$ cat src/design/lps_pkg.sv
package lps_pkg;

   // Raster size
   localparam int COL_BITS   = 7;
   localparam int ROW_BITS   = 6;
   localparam int DELTA_BITS = (COL_BITS > ROW_BITS) ? COL_BITS : ROW_BITS;
   localparam int ACC_BITS   = DELTA_BITS + 1;

   // Command codes
   localparam logic CMD_LOAD = 1'b0;
   localparam logic CMD_STEP = 1'b1;

   // Per-axis step direction codes
   localparam logic [1:0] STEP_NONE = 2'd0;
   localparam logic [1:0] STEP_INC  = 2'd1;
   localparam logic [1:0] STEP_DEC  = 2'd3;

   typedef struct packed {
      logic                command;
      logic [COL_BITS-1:0] start_x;
      logic [ROW_BITS-1:0] start_y;
      logic [COL_BITS-1:0] end_x;
      logic [ROW_BITS-1:0] end_y;
      logic                colour;
   } req_type;

   typedef struct packed {
      logic [COL_BITS-1:0] pixel_x;
      logic [ROW_BITS-1:0] pixel_y;
      logic                pixel_black;
      logic                last_pixel;
   } rsp_type;

   typedef struct packed {
      logic [COL_BITS-1:0]   cur_x;
      logic [ROW_BITS-1:0]   cur_y;
      logic [ACC_BITS-1:0]   error_acc;
      logic [DELTA_BITS-1:0] major_delta;
      logic [DELTA_BITS-1:0] minor_delta;
      logic [1:0]            x_step_sign;
      logic [1:0]            y_step_sign;
      logic                  x_is_major;
      logic [ACC_BITS-1:0]   pixels_left;
      logic                  black_latch;
      logic                  line_active;
   } line_state_type;

endpackage

$ cat src/design/lps_advance.sv
// Next-state and pixel logic for one accepted transaction.
module lps_advance (
   input  lps_pkg::line_state_type state_ff,
   input  lps_pkg::req_type        req,
   output lps_pkg::line_state_type state_in,
   output lps_pkg::rsp_type        rsp,
   output logic                    emit
);

   function automatic logic [lps_pkg::COL_BITS-1:0] step_col(
      input logic [lps_pkg::COL_BITS-1:0] pos,
      input logic [1:0]                   sign
   );
      logic [lps_pkg::COL_BITS-1:0] res;
      case (sign)
         lps_pkg::STEP_INC: res = pos + lps_pkg::COL_BITS'(1);
         lps_pkg::STEP_DEC: res = pos - lps_pkg::COL_BITS'(1);
         default:           res = pos;
      endcase
      return res;
   endfunction

   function automatic logic [lps_pkg::ROW_BITS-1:0] step_row(
      input logic [lps_pkg::ROW_BITS-1:0] pos,
      input logic [1:0]                   sign
   );
      logic [lps_pkg::ROW_BITS-1:0] res;
      case (sign)
         lps_pkg::STEP_INC: res = pos + lps_pkg::ROW_BITS'(1);
         lps_pkg::STEP_DEC: res = pos - lps_pkg::ROW_BITS'(1);
         default:           res = pos;
      endcase
      return res;
   endfunction

   logic [lps_pkg::COL_BITS-1:0]   adx;
   logic [lps_pkg::ROW_BITS-1:0]   ady;
   logic [lps_pkg::DELTA_BITS-1:0] adx_ext;
   logic [lps_pkg::DELTA_BITS-1:0] ady_ext;
   logic [1:0]                     x_sign;
   logic [1:0]                     y_sign;
   logic [lps_pkg::ACC_BITS-1:0]   err_sum;
   logic                           minor_move;
   logic [lps_pkg::ACC_BITS-1:0]   left_dec;

   // Load: endpoint deltas and directions
   always_comb begin
      if (req.end_x > req.start_x) begin
         adx    = req.end_x - req.start_x;
         x_sign = lps_pkg::STEP_INC;
      end else if (req.end_x < req.start_x) begin
         adx    = req.start_x - req.end_x;
         x_sign = lps_pkg::STEP_DEC;
      end else begin
         adx    = '0;
         x_sign = lps_pkg::STEP_NONE;
      end
      if (req.end_y > req.start_y) begin
         ady    = req.end_y - req.start_y;
         y_sign = lps_pkg::STEP_INC;
      end else if (req.end_y < req.start_y) begin
         ady    = req.start_y - req.end_y;
         y_sign = lps_pkg::STEP_DEC;
      end else begin
         ady    = '0;
         y_sign = lps_pkg::STEP_NONE;
      end
   end

   assign adx_ext = lps_pkg::DELTA_BITS'(adx);
   assign ady_ext = lps_pkg::DELTA_BITS'(ady);

   // Step: error accumulator stays below twice the major delta
   assign err_sum    = state_ff.error_acc + lps_pkg::ACC_BITS'(state_ff.minor_delta);
   assign minor_move = (err_sum >= lps_pkg::ACC_BITS'(state_ff.major_delta));
   assign left_dec   = state_ff.pixels_left - lps_pkg::ACC_BITS'(1);

   // Pixel out of the current position
   assign rsp.pixel_x     = state_ff.cur_x;
   assign rsp.pixel_y     = state_ff.cur_y;
   assign rsp.pixel_black = state_ff.black_latch;
   assign rsp.last_pixel  = (state_ff.pixels_left == lps_pkg::ACC_BITS'(1));
   assign emit = (req.command == lps_pkg::CMD_STEP) && state_ff.line_active;

   // Next state
   always_comb begin
      state_in = state_ff;
      if (req.command == lps_pkg::CMD_LOAD) begin
         state_in.cur_x       = req.start_x;
         state_in.cur_y       = req.start_y;
         state_in.error_acc   = '0;
         state_in.x_step_sign = x_sign;
         state_in.y_step_sign = y_sign;
         state_in.x_is_major  = (adx_ext > ady_ext);
         if (adx_ext > ady_ext) begin
            state_in.major_delta = adx_ext;
            state_in.minor_delta = ady_ext;
            state_in.pixels_left = lps_pkg::ACC_BITS'(adx_ext) + lps_pkg::ACC_BITS'(1);
         end else begin
            state_in.major_delta = ady_ext;
            state_in.minor_delta = adx_ext;
            state_in.pixels_left = lps_pkg::ACC_BITS'(ady_ext) + lps_pkg::ACC_BITS'(1);
         end
         state_in.black_latch = req.colour;
         state_in.line_active = 1'b1;
      end else if (state_ff.line_active) begin
         if (minor_move) begin
            state_in.error_acc = err_sum - lps_pkg::ACC_BITS'(state_ff.major_delta);
         end else begin
            state_in.error_acc = err_sum;
         end
         if (state_ff.x_is_major) begin
            state_in.cur_x = step_col(state_ff.cur_x, state_ff.x_step_sign);
            if (minor_move) begin
               state_in.cur_y = step_row(state_ff.cur_y, state_ff.y_step_sign);
            end
         end else begin
            state_in.cur_y = step_row(state_ff.cur_y, state_ff.y_step_sign);
            if (minor_move) begin
               state_in.cur_x = step_col(state_ff.cur_x, state_ff.x_step_sign);
            end
         end
         state_in.pixels_left = left_dec;
         state_in.line_active = (left_dec != '0);
      end
   end

endmodule

$ cat src/design/line_pixel_stepper_top.sv
// Line rasterizer: a load transaction (command 0) latches two endpoints and a
// colour and returns nothing; each step transaction (command 1) then returns
// one pixel, walking from the first endpoint to the second, with the final
// pixel flagged by last_pixel. Step transactions with no line loaded, or after
// the last pixel, return nothing. A load at any time restarts. Each accepted
// transaction's pixel is loaded into the response register in the cycle
// after acceptance; one transaction per clock is sustained as long as
// the response side keeps taking pixels, the response register being the
// only stage.
module line_pixel_stepper_top (
   input  logic             clock,
   input  logic             reset,
   input  logic             req_valid,
   output logic             req_ready,
   input  lps_pkg::req_type req_data,
   output logic             rsp_valid,
   input  logic             rsp_ready,
   output lps_pkg::rsp_type rsp_data
);

   lps_pkg::line_state_type state_ff;
   lps_pkg::line_state_type state_in;
   lps_pkg::rsp_type        rsp_data_ff;
   lps_pkg::rsp_type        rsp_data_in;
   logic                    rsp_valid_ff;
   logic                    emit;
   logic                    accept;

   lps_advance u_advance (
      .state_ff (state_ff),
      .req      (req_data),
      .state_in (state_in),
      .rsp      (rsp_data_in),
      .emit     (emit)
   );

   // Take a transaction whenever the response register is free or draining
   assign req_ready = !rsp_valid_ff || rsp_ready;
   assign accept    = req_valid && req_ready;

   // Line state
   always_ff @(posedge clock) begin
      if (reset) begin
         state_ff <= '0;
      end else if (accept) begin
         state_ff <= state_in;
      end
   end

   // Response register
   always_ff @(posedge clock) begin
      if (reset) begin
         rsp_valid_ff <= 1'b0;
      end else if (accept) begin
         rsp_valid_ff <= emit;
      end else if (rsp_ready) begin
         rsp_valid_ff <= 1'b0;
      end
   end

   always_ff @(posedge clock) begin
      if (accept && emit) begin
         rsp_data_ff <= rsp_data_in;
      end
   end

   assign rsp_valid = rsp_valid_ff;
   assign rsp_data  = rsp_data_ff;

endmodule

$ cat config.mk
export PLATFORM = sky130hd
export DESIGN_NAME = line_pixel_stepper_top
export DESIGN_NICKNAME = d
export VERILOG_FILES = /design/src/design/lps_pkg.sv /design/src/design/lps_advance.sv /design/src/design/line_pixel_stepper_top.sv
export SDC_FILE = /design/constraint.sdc
export NUM_CORES = 1
export LEC_CHECK = 0
export BUFFER_PORTS_ARGS = -buffer_cell sky130_fd_sc_hd__buf_2
export CAP_MARGIN = 25
export CORE_ASPECT_RATIO = 1.1
export CORE_UTILIZATION = 30
export CTS_BUF_LIST = sky130_fd_sc_hd__clkbuf_4
export DETAILED_ROUTE_END_ITERATION = 16
export PLACE_DENSITY = 0.44
export SKIP_CTS_REPAIR_TIMING = 1
export SYNTH_ARGS = -nofsm -noshare
export SYNTH_HDL_FRONTEND = slang
export SYNTH_HIERARCHICAL = 1
export SYNTH_SLANG_ARGS = --single-unit
$ cat constraint.sdc
create_clock -name clock -period 6.56 [get_ports clock]
set_clock_uncertainty 0.2 [all_clocks]
set_input_delay 1.312 -clock clock [delete_from_list [all_inputs] [get_ports clock]]
set_output_delay 1.312 -clock clock [all_outputs]
set_load 0.05 [all_outputs]
==> impl_metrics.tcl, run 1 <==
set metrics [dict create \
    status "finished, final reports clean" \
    synth_area_leaders "dfxtp_1 (15%), ha_1 (10%), edfxtp_1 (6.7%)" \
    cts_buffers 9 \
    final_common_cell "inv_1" \
    yosysTopAreaCell "dfxtp_1" \
    stdcell_area_sq_um 7142 \
    hp-class "flop to flop" \
    clockRootBuffer "clkbuf_4" \
    place.gp.congestion 0.7863 \
    min_to "rsp_data[1]" \
    critPathKind "input port to flop" \
    critPathSlowestCell "o31ai_1" \
    r2r_start "state_ff[15]" \
    post-route-period-util_pct 86.21 \
    worstMarginPinSlew_ps 969.6 \
    fmax_ghz 0.1768 \
    fin_setup_tns_ps 0 \
    maxSlewViolCount 0 \
    chipWidth_um 144.7 \
    grt_start_max_net_pins 102 \
    drive_gt1_share_pct 18.60 \
    slowest_delay_ps 690 \
    min_from "state_ff[1]" \
    cts_buffer_depth 2 \
    synth_area_per_cell_sq_um 8.384 \
    ys_ff_latch 66 \
    port_buffers 48 \
    rsz0062_at_grt "false" \
    die_area_sq_um 23020 \
    cp-start-kind "input port" \
    areaGrowthSynthToFinish_pct 6.215 \
    wl_per_cell_um 16.51 \
    drc 0 \
    place_hpwl_mm 13.14 \
    core_sq_um 22040 \
    crit_family "compound AO/OA/AOI/OAI gates" \
    path_max_fanout 18 \
    track_usage_pct 17.16 \
    crit_chain "buf_2 -> inv_1 -> ha_1 -> inv_1 -> fa_1 -> a21oi_1 -> or3b_1 -> nand2_1 -> nor2_1 -> o31ai_1 -> ha_1 -> a21o_1 -> a21oi_1 -> nand2_1 -> a21o_1 -> a31oi_4 -> mux2i_1 -> mux2_2 -> nand4b_1 -> o21ai_2" \
    cts_num_sinks 66 \
    crit_arrival_ps 5770 \
    grt_pass1_vias 5585 \
    viasPerCell 5.029 \
    cp_num_buf_inv 3 \
    synth_top_area_share_pct 15.18 \
    relSlewSlack_pct 35.36 \
    p_total_mw 1.463 \
    fillers 2346 \
    layout_min_cycle_time_ps 5655 \
    finalSetupViolations 0 \
    fp.dieH_um 159.0 \
    leakage_nw 2.999 \
    crit-reg2reg-capture "state_ff[46]" \
    start_util_pct 30.51 \
    peakVddDrop_v 0.00008476 \
    rr_worst_depth 15 \
    ff2ff_setup_slack_ps 1970 \
    antenna_found_initial 1 \
    endpoint_kind "flop" \
    gr-total-overflow 0 \
    synth_nets 896 \
    htreeDepth 3 \
    power_density_nw_per_um2 204.8 \
    seq_area_frac_synth_pct 21.88 \
    dpl-instance-area_sq_um 6993 \
    synth_edf_count 15 \
    num_io_pins 49 \
    vias 5572 \
    nNetsFinal 901 \
    pre_cts_ws_ps 430.6 \
    cts_tree "yes" \
    synth_area_sq_um 6724 \
    drt_iter0_drc 288 \
    drt_wl_total_mm 18.30 \
    clkTransAtPathRegs_ps 120 \
    ys.flop_type "dfxtp_1" \
    final_cell_mix "inv_1 (68), ha_1 (54), nand2b_1 (53), a21oi_1 (53)" \
    clock_latency_ps 440 \
    drtAntennaViolNets 0 \
    finalHoldViolations 0 \
    netlist_instances 802 \
    dr.pass1.iters 6 \
    grt_pass1_wl_mm 30.28 \
    hold_depth 0 \
    synth-async-reset-ratio_pct 0 \
    num_rows 57 \
    yosysWarnings 6 \
    layout_setup_ws_ps 904.9 \
    critPathRequiredTime_ps 6670 \
    synth_cell_types 77 \
    max_cap_viol_count 0 \
]
[power by group]
| group | internal [mW] | total [mW] | switching (mW) |
|---|---|---|---|
| clock | 0.119 | 0.296 | 0.177 |
| combinational | 0.281 | 0.688 | 0.407 |
| sequential | 0.444 | 0.478 | 0.0341 |
| total | 0.845 | 1.46 | 0.618 |
[cells in the mapped netlist, drive strengths merged, types with 19 or more instances]
master,count
a21o,21
a21oi,54
buf,26
clkbuf,36
dfxtp,51
ha,54
inv,68
nand2,47
nand2b,54
nand4b,52
nor2,44
nor3,19
o21ai,74
xnor2,21
[kinds of logic (layout without fill, tap and decap cells)]
logic type,after synthesis,after routing,share of synthesized area (%)
flip-flops,66,66,21.88
multiplexers,26,26,4.150
AND/OR/NAND/NOR,269,269,23.71
other,0,1,0
adder cells (fa/ha/maj),62,62,12.43
XOR/XNOR,34,34,4.540
buffers and inverters,130,140,9.751
AO/OA/AOI/OAI,215,215,23.54
[cell type report]
| type | count | area, sq um | share of cell area, % |
|---|---|---|---|
| timing repair buffer | 56 | 300.3 | 4.205 |
| multi-input combinational | 606 | 4597 | 64.37 |
| clock buffer | 9 | 67.56 | 0.9460 |
| sequential | 66 | 1471 | 20.60 |
| clock inverter | 7 | 78.83 | 1.104 |
| inverter | 68 | 255.2 | 3.574 |
| tap | 295 | 369.1 | 5.168 |
| antenna | 1 | 2.502 | 0.03504 |
[routing by layer]
metal | wire [um] | GRT usage [%] | vias up
met2 | 9209 | 29.61 | 67
li1 | - | - | 2861
met4 | 340 | 5.120 | 0
met3 | 352 | 2.376 | 18
met1 | 8393 | 21.86 | 2626
met5 | 0 | 0 | -
[how the worst max path moves through the flow]
stage,startpoint,to,cells past startpoint,slack [ps]
6_report,req_data[1],state_ff[22],20,900
2_1_floorplan,req_data[1],state_ff[26],21,1330
5_1_grt,req_data[1],state_ff[22],20,520
3_5_place_dp,req_data[1],state_ff[22],20,430
4_1_cts,req_data[1],state_ff[22],20,890
3_3_place_gp,req_data[1],state_ff[22],20,480
[stage by stage]
step,hold WS (ps),instances,util [%]
final,273.2,1108,32.41
after global routing,294.1,1108,32.41
after CTS,272.4,1107,32.40
after detailed placement,245.4,1091,31.73
after global placement,252.3,1091,31.73
after floorplan,252.4,802,-
[flip-flops by register name, indices dropped and copies added, names as in the netlist]
| name | cells |
|---|---|
| rsp_data | 15 |
| state_ff | 50 |
| rsp_valid | 1 |
No activity file was read; power rests on OpenSTA's default activity.
==> inputs of run 2 (changes only) <==
--- a/config.mk
+++ b/config.mk
@@ -11,7 +11,7 @@
 export CORE_UTILIZATION = 30
 export CTS_BUF_LIST = sky130_fd_sc_hd__clkbuf_4
 export DETAILED_ROUTE_END_ITERATION = 16
-export PLACE_DENSITY = 0.44
+export PLACE_DENSITY = 0.48
 export SKIP_CTS_REPAIR_TIMING = 1
 export SYNTH_ARGS = -nofsm -noshare
 export SYNTH_HDL_FRONTEND = slang
==> run 2 against run 1 <==
Effect of this change: via count is essentially flat; routed wire length down 2.2%; critical path type unchanged; sequential share of layout area up 0.072 points; largest cell class unchanged; non-clock buffer count decreased by 1; sequential cell count unchanged; highest routed layer unchanged; final cell count down 0.18%; largest power group unchanged; combinational power is 0.7% lower.
==> impl_metrics.tcl, run 2 (synthesized netlist as in run 1, its figures left out) <==
set metrics [dict create \
    min_to "rsp_data[1]" \
    cts_buffers 9 \
    cts_num_sinks 66 \
    chipWidth_um 144.7 \
    hp-class "flop to flop" \
    core_sq_um 22040 \
    antenna_found_initial 0 \
    start_util_pct 30.51 \
    drc 0 \
    fillers 2352 \
    num_io_pins 49 \
    leakage_nw 2.984 \
    final_common_cell "inv_1" \
    power_density_nw_per_um2 202.0 \
    drt_iter0_drc 313 \
    port_buffers 48 \
    antennaDiodeCount 0 \
    viasPerCell 5.036 \
    grt_pass1_vias 5375 \
    crit-reg2reg-capture "state_ff[45]" \
    critPathSlowestCell "a31oi_4" \
    critPathRequiredTime_ps 6680 \
    multi_input_area_sq_um 4597 \
    clock_latency_ps 450 \
    critPathKind "input port to flop" \
    drt_wl_total_mm 17.90 \
    drive_gt1_share_pct 18.25 \
    relSlewSlack_pct 35.17 \
    cts_tree "yes" \
    nNetsFinal 900 \
    fmax_ghz 0.1854 \
    place.gp.congestion 0.8255 \
    crit_family "compound AO/OA/AOI/OAI gates" \
    final_cell_mix "inv_1 (68), ha_1 (54), nand2b_1 (53), a21oi_1 (53)" \
    layout_min_cycle_time_ps 5395 \
    finalSetupViolations 0 \
    status "finished, final reports clean" \
    areaGrowthSynthToFinish_pct 5.843 \
    hold_depth 0 \
    cts_buffer_depth 2 \
    track_usage_pct 16.35 \
    crit_chain "buf_2 -> inv_1 -> ha_1 -> inv_1 -> fa_1 -> a21oi_1 -> or3b_1 -> nand2_1 -> or2_2 -> a32o_1 -> ha_1 -> a21o_1 -> a21oi_1 -> nand2_1 -> a21o_1 -> a31oi_4 -> mux2i_1 -> mux2_2 -> nand4b_1 -> o21ai_2" \
    vias 5570 \
    fin_util_pct 32.29 \
    largest_register "state_ff" \
    max_cap_viol_count 0 \
    finalHoldViolations 0 \
    clkTransAtPathRegs_ps 120 \
    endpoint_kind "flop" \
    clockRootBuffer "clkbuf_4" \
    htreeDepth 3 \
    fin_setup_tns_ps 0 \
    path_max_fanout 18 \
    min_from "state_ff[1]" \
    cp_num_buf_inv 3 \
    drtAntennaViolNets 0 \
    maxSlewViolCount 0 \
    fp.dieH_um 159.0 \
    largest_reg_flops 50 \
    wl_per_cell_um 16.18 \
    ff2ff_setup_slack_ps 2020 \
    gr-total-overflow 0 \
    num_rows 57 \
    rsz0062_at_grt "false" \
    die_area_sq_um 23020 \
    place_hpwl_mm 12.75 \
    post-route-period-util_pct 82.24 \
    rr_worst_depth 15 \
    cp-start-kind "input port" \
    grt_pass1_wl_mm 29.17 \
    crit_arrival_ps 5520 \
    r2r_start "state_ff[15]" \
    worstMarginPinSlew_ps 972.4 \
    slowest_delay_ps 530 \
    dr.pass1.iters 4 \
    peakVddDrop_v 0.00007787 \
    grt_start_max_net_pins 102 \
    seqCellArea_sq_um 1471 \
]
## run 2: cell count changes in the layout (fill, tap and decap cells not counted)
cell,change
inv_6,-1
clkinv_4,-4
buf_4,-1
clkinvlp_4,+1
inv_4,+1
diode_2,-1
clkinv_1,+2
clkbuf_4,+1
## run 2: worst reg2reg max path: stages, from the launching register on
cell      delay [ps]
dfxtp_1          350
ha_1             230
fa_1             400
xor2_1           190
ha_1             350
nor2b_1          150
o21ai_0          220
a21boi_0         160
o21a_1           200
o21ai_0          350
nand4_2          440
o211ai_2         610
mux2i_1          280
a21oi_1           90
nand4b_1         140
o21ai_2           70
## run 2: power by group
group          internal [mW]  switching, mW
logic                  0.282          0.400
clock network          0.117          0.162
registers              0.444         0.0312
## run 2: metrics by stage
stage | cells | power, mW | cell area [sq um] | hold slack [ps] | worst slack [ps]
floorplan | 802 | 1.034 | 6724 | 252.4 | 1329
global placement | 1090 | 1.168 | 6985 | 247.4 | 771.5
detailed placement | 1090 | 1.167 | 6985 | 243.4 | 730.2
CTS | 1106 | 1.459 | 7117 | 274.2 | 1216
global route | 1106 | 1.559 | 7117 | 285.2 | 889.1
finish | 1106 | 1.438 | 7117 | 272.2 | 1165
## run 2: metal layers
metal	GRT usage, %	vias up	part of all wire (%)	wire, um
met5	0	-	0	0
met4	3.684	0	1.2	216
met3	2.617	13	2.6	461
met2	27.80	77	49	8742
met1	21.43	2621	47	8479
li1	-	2859	-	-
## run 2: worst max path at each step
stage                      start      endpoint  slack [ps]  depth (start not counted)
finish               req_data[1]  state_ff[22]        1170                         20
global placement     req_data[1]  state_ff[22]         770                         20
detailed placement   req_data[1]  state_ff[22]         730                         20
floorplan            req_data[1]  state_ff[26]        1330                         21
global route        req_data[11]  state_ff[22]         890                         18
CTS                  req_data[1]  state_ff[22]        1220                         20
## run 2: final cells by class
class                   count  area share [%]
clock buffers              10           1.055
repair buffers             55           4.114
well taps                 295           5.186
clock inverters             6          0.7911
inverters                  68           3.586
flip-flops and latches     66           20.68
multi-input cells         606           64.59
